===== src/rtl/core/mvm_pkg.sv =====
// Shared types and constants for the matrix-vector multiply block.
`timescale 1ns / 1ps

package mvm_pkg;

  // Vector store depth and derived index widths
  localparam int MAX_COLS = 1024;
  localparam int COL_W    = $clog2(MAX_COLS);
  localparam int CNT_W    = COL_W + 1;

  // Field widths fixed by the interface
  localparam int DATA_W    = 64;
  localparam int ROW_W     = 16;
  localparam int NCOLS_W   = 11;
  localparam int CFG_IDX_W = 1;
  localparam int CFG_W     = 16;

  // Input operation codes
  localparam logic OP_LOAD   = 1'b0;
  localparam logic OP_MATRIX = 1'b1;

  // Configuration register indexes
  localparam logic [CFG_IDX_W-1:0] REG_NUM_COLS = 1'b0;
  localparam logic [CFG_IDX_W-1:0] REG_NUM_ROWS = 1'b1;

  // Which 32x32 partial product the shared multiplier forms
  typedef enum logic [1:0] {
    MUL_LL = 2'd0,
    MUL_LH = 2'd1,
    MUL_HL = 2'd2
  } mul_sel_t;

  // Control from the sequencer to the multiply-accumulate unit
  typedef struct packed {
    logic     mul_en;    // capture a partial product
    mul_sel_t sel;       // which halves to multiply
    logic     add_ll;    // add the low x low product into the accumulator
    logic     cap_cross; // hold the first cross product
    logic     add_cross; // fold both cross products into the upper half
    logic     clear;     // zero the accumulator
  } mac_ctrl_t;

endpackage


===== src/rtl/core/mvm_mac.sv =====
// Multiply-accumulate unit: 64x64 low-half product from one shared 32x32 multiplier.
`timescale 1ns / 1ps

module mvm_mac (
  input  logic                       clk,
  input  logic                       rst_n,
  input  mvm_pkg::mac_ctrl_t         ctrl,
  input  logic [mvm_pkg::DATA_W-1:0] a_i,
  input  logic [mvm_pkg::DATA_W-1:0] b_i,
  output logic [mvm_pkg::DATA_W-1:0] sum_o
);

  localparam int HALF_W = mvm_pkg::DATA_W / 2;

  logic [HALF_W-1:0]          mul_a;
  logic [HALF_W-1:0]          mul_b;
  logic [mvm_pkg::DATA_W-1:0] prod_w;
  logic [mvm_pkg::DATA_W-1:0] prod_r;
  logic [HALF_W-1:0]          cross_r;
  logic [mvm_pkg::DATA_W-1:0] acc_r;
  logic [mvm_pkg::DATA_W-1:0] acc_nxt;
  logic [HALF_W-1:0]          hi_sum;

  // Operand select for the shared multiplier
  always_comb begin
    case (ctrl.sel)
      mvm_pkg::MUL_LL: begin
        mul_a = a_i[HALF_W-1:0];
        mul_b = b_i[HALF_W-1:0];
      end
      mvm_pkg::MUL_LH: begin
        mul_a = a_i[HALF_W-1:0];
        mul_b = b_i[mvm_pkg::DATA_W-1:HALF_W];
      end
      mvm_pkg::MUL_HL: begin
        mul_a = a_i[mvm_pkg::DATA_W-1:HALF_W];
        mul_b = b_i[HALF_W-1:0];
      end
      default: begin
        mul_a = '0;
        mul_b = '0;
      end
    endcase
  end

  assign prod_w = mul_a * mul_b;

  // Partial product registers; only the low half of a cross product matters
  always_ff @(posedge clk) begin
    if (ctrl.mul_en) begin
      prod_r <= prod_w;
    end
    if (ctrl.cap_cross) begin
      cross_r <= prod_r[HALF_W-1:0];
    end
  end

  // Upper half picks up both cross products, modulo 2^64
  assign hi_sum = acc_r[mvm_pkg::DATA_W-1:HALF_W] + cross_r + prod_r[HALF_W-1:0];
  assign sum_o  = {hi_sum, acc_r[HALF_W-1:0]};

  // Accumulator update
  always_comb begin
    acc_nxt = acc_r;
    if (ctrl.clear) begin
      acc_nxt = '0;
    end else if (ctrl.add_ll) begin
      acc_nxt = acc_r + prod_r;
    end else if (ctrl.add_cross) begin
      acc_nxt = sum_o;
    end
  end

  always_ff @(posedge clk) begin
    if (!rst_n) begin
      acc_r <= '0;
    end else begin
      acc_r <= acc_nxt;
    end
  end

  // The low x low product must be folded in before the cross terms
  a_ll_order: assert property (@(posedge clk) disable iff (!rst_n)
    ctrl.add_ll |-> $past(ctrl.mul_en) && ($past(ctrl.sel) == mvm_pkg::MUL_LL))
    else $error("accumulate of low product without a fresh low x low product");

  a_cross_order: assert property (@(posedge clk) disable iff (!rst_n)
    ctrl.add_cross |-> $past(ctrl.cap_cross))
    else $error("cross terms folded before the first cross product was held");

  a_excl: assert property (@(posedge clk) disable iff (!rst_n)
    $onehot0({ctrl.add_ll, ctrl.add_cross, ctrl.cap_cross}))
    else $error("conflicting accumulator controls");

endmodule


===== config.mk =====
export PLATFORM = sky130hd
export DESIGN_NAME = mvm_mac
export DESIGN_NICKNAME = d
export VERILOG_FILES = /design/src/rtl/core/mvm_pkg.sv /design/src/rtl/core/mvm_mac.sv
export SDC_FILE = /design/constraint.sdc
export NUM_CORES = 2
export LEC_CHECK = 0
export ABC_AREA = 1
export ABC_CLOCK_PERIOD_IN_PS = 9200
export BUFFER_PORTS_ARGS = -buffer_cell sky130_fd_sc_hd__buf_2
export CAP_MARGIN = 10
export CORE_MARGIN = 2
export CORE_UTILIZATION = 60
export DETAILED_ROUTE_END_ITERATION = 8
export PLACE_DENSITY = 0.78
export SKIP_LAST_GASP = 1
export SLEW_MARGIN = 10
export SYNTH_ARGS = -nofsm -noshare
export SYNTH_HDL_FRONTEND = slang
export SYNTH_SLANG_ARGS = --single-unit

===== constraint.sdc =====
create_clock -name clk -period 9.2 [get_ports clk]
set_clock_uncertainty 0.15 [all_clocks]
set_input_delay 0.46 -clock clk [delete_from_list [all_inputs] [get_ports clk]]
set_output_delay 0.46 -clock clk [all_outputs]
set_load 0.01 [all_outputs]

==> results.yml <==
yosys:
  yosysTopAreaCell: "fa_1"
  synth-xor-area-share_pct: 1.729
  yosysWarnings: 0
  ys_types: 52
  avgSynthCellArea_sq_um: 7.213
  synthAdderAreaFrac_pct: 45.69
  synthSimpleGateAreaFrac_pct: 21.11
  yosysMostFrequentCell: "inv_1"
  yosysSeqAreaShare_pct: 8.254
  synth-compound-area-share_pct: 5.221
  synthCells: 6994
  synth_seq_cells: 160
  synth.cell_area_sq_mm: 0.05045
  synthArstFlopShare_pct: 0
  synth.mux.area_fraction_pct: 0
  synth_edf_count: 96
  ys_top_cells_by_area: "fa_1, inv_1, nand2_1, ha_1, edfxtp_1"
  synth_common_cells: "inv_1, nand2_1, fa_1"
  syn-num-nets: 8416
  synth_top_area_share_pct: 36.87
  synth_ff_type: "edfxtp_1"
  synth_top_family_by_area: "adder cells"
route:
  wl_um: 157000
  drc: 0
  avgRoutedWirePerCell_um: 19.29
  ant_nets: 0
  via_per_inst: 5.434
  drt-pass1-iter-count: 6
  vias: 44220
  drtIter0Drc: 3774
floorplan:
  dieArea_sq_mm: 0.08642
  die_x_um: 294.0
  start_util_pct: 60.47
  core_area_sq_mm: 0.08342
  die_height_um: 294.0
  rows: 106
  ios: 201
critical_path:
  end_kind: "register"
  critPathMaxFanout: 29
  cp_data_required_time_ns: 9.27
  crit_top_cell: "fa_1"
  crit_slowest_cell: "o21ai_2"
  start_kind: "primary input"
  slowest_delay_ns: 0.57
  crit_arrival_ns: 8.49
  crit_type: "in2reg"
timing:
  final-max-slew-violation-count: 0
  setup_violations: 0
  rsz0062_at_grt: "no"
  period_needed_ns: 8.418
  tightest_slew_ns: 1.037
  setup_tns_ns: 0
  fin_crit_sh_pct: 91.50
  timing.final.hold_violations: 0
  slew_headroom_pct: 30.86
  max_freq_mhz: 118.8
clocking:
  htreeDepth: 4
  clk_path_buf_depth: 2
  clock-sinks: 160
  cts_setup_buffers: 0
  cts_root_buf: "clkbuf_16"
  clk_pin_slew_ns: 0.08
  numCtsBuffers: 17
  clk_latency_ns: 0.47
  cts_tree: "yes"
  cts_resized: 0
  holdBufCountCts: 0
cells_and_area:
  area_growth_pct: 5.392
  drive_gt1_share_pct: 7.140
  nNetsFinal: 8468
  n_antenna_cell: 0
global_routing:
  first_global_vias: 44750
  grt_max_degree: 62
  grt_overflow_total: 0
  grtUsageTotal_pct: 37.07
  antenna_found_initial: 1
  grt_pass1_wl_um: 245700
placement:
  dpl.hpwl_um: 135300
  place_congestion: 1.051
  port_buffers: 200
job:
  drv_cap: 0
status:
  outcome: "finished clean"
hold_path:
  hp-class: "in2reg"
## final cells by class
type,count,area [sq um]
clock inverters,14,163.9
inverters,2078,7800
fillers,7487,30250
multi-input cells,4490,37420
flip-flops and latches,160,4164
well taps,1080,1351
repair buffers,299,1832
clock buffers,18,439.2
## through the flow
stage	util (%)	worst slack (ns)	instances	hold slack (ns)	cell area, sq um
6_report	63.73	0.7823	8139	0.2123	53170
5_1_grt	63.73	0.5224	8139	0.2040	53170
4_1_cts	63.73	0.9646	8139	0.2034	53170
3_5_place_dp	63.01	0.5226	8107	0.3653	52570
3_3_place_gp	63.01	0.5502	8107	0.3453	52570
2_1_floorplan	-	1.845	6994	0.3043	50450
## layer usage
metal	track usage, %	vias up	wire length [um]
met5	0	-	13
li1	-	20160	-
met1	50.75	21450	62840
met3	4.569	427	13800
met4	14.52	2	7120
met2	60.37	2181	73210
## worst max-delay path, delay by kind of cell
family                     cells  cell delay [ns]
adders and majority gates      9             4.12
and+or+nand+nor               12             2.17
buffers and inverters          7             1.12
AOI/OAI and AO/OA              1             0.57
## cell usage in the layout (no fill, tap or decap), types with 13 or more instances in the layout
master,synthesis,final
fa_1,929,929
inv_2,19,20
nand3_1,189,189
a31oi_1,16,16
nor2_2,21,22
edfxtp_1,96,96
o21ai_0,90,90
nand4_1,31,31
xor2_1,43,43
ha_1,356,356
nand3_2,13,13
o21bai_1,20,20
inv_1,2053,2052
nor2_1,251,249
nand2_2,21,21
a21oi_1,200,200
buf_2,128,200
nand2_1,2047,2047
buf_4,32,92
o21ai_2,15,69
xnor2_1,51,51
and2_1,19,19
nor3_1,26,26
clkbuf_16,0,17
o211ai_1,27,27
dfxtp_1,64,64
## flip-flops by register name (all words and copies together) (netlist names)
signal	flops
prod_r	64
acc_r	64
cross_r	32
## kinds of logic after synthesis
family | Yosys count
AOI/OAI and AO/OA | 463
xor gates and xnor gates | 97
adders and majority gates | 1285
buffers and inverters | 2344
DFF | 160
and+or+nand+nor | 2645
## path summary, 6_finish.rpt
kind,from,endpoint,slack (ns),depth (start not counted)
worst max-delay path,ctrl[5],prod_r[57],0.78,29
worst min-delay path,ctrl[6],prod_r[29],0.21,1
worst max register to register,prod_r[1],acc_r[43],5.32,15
worst min register to register,prod_r[0],cross_r[0],0.39,0
Power is left out: the tool's default activity adds up to more than one toggle a clock period on the data nets, which glitch-free logic cannot reach.
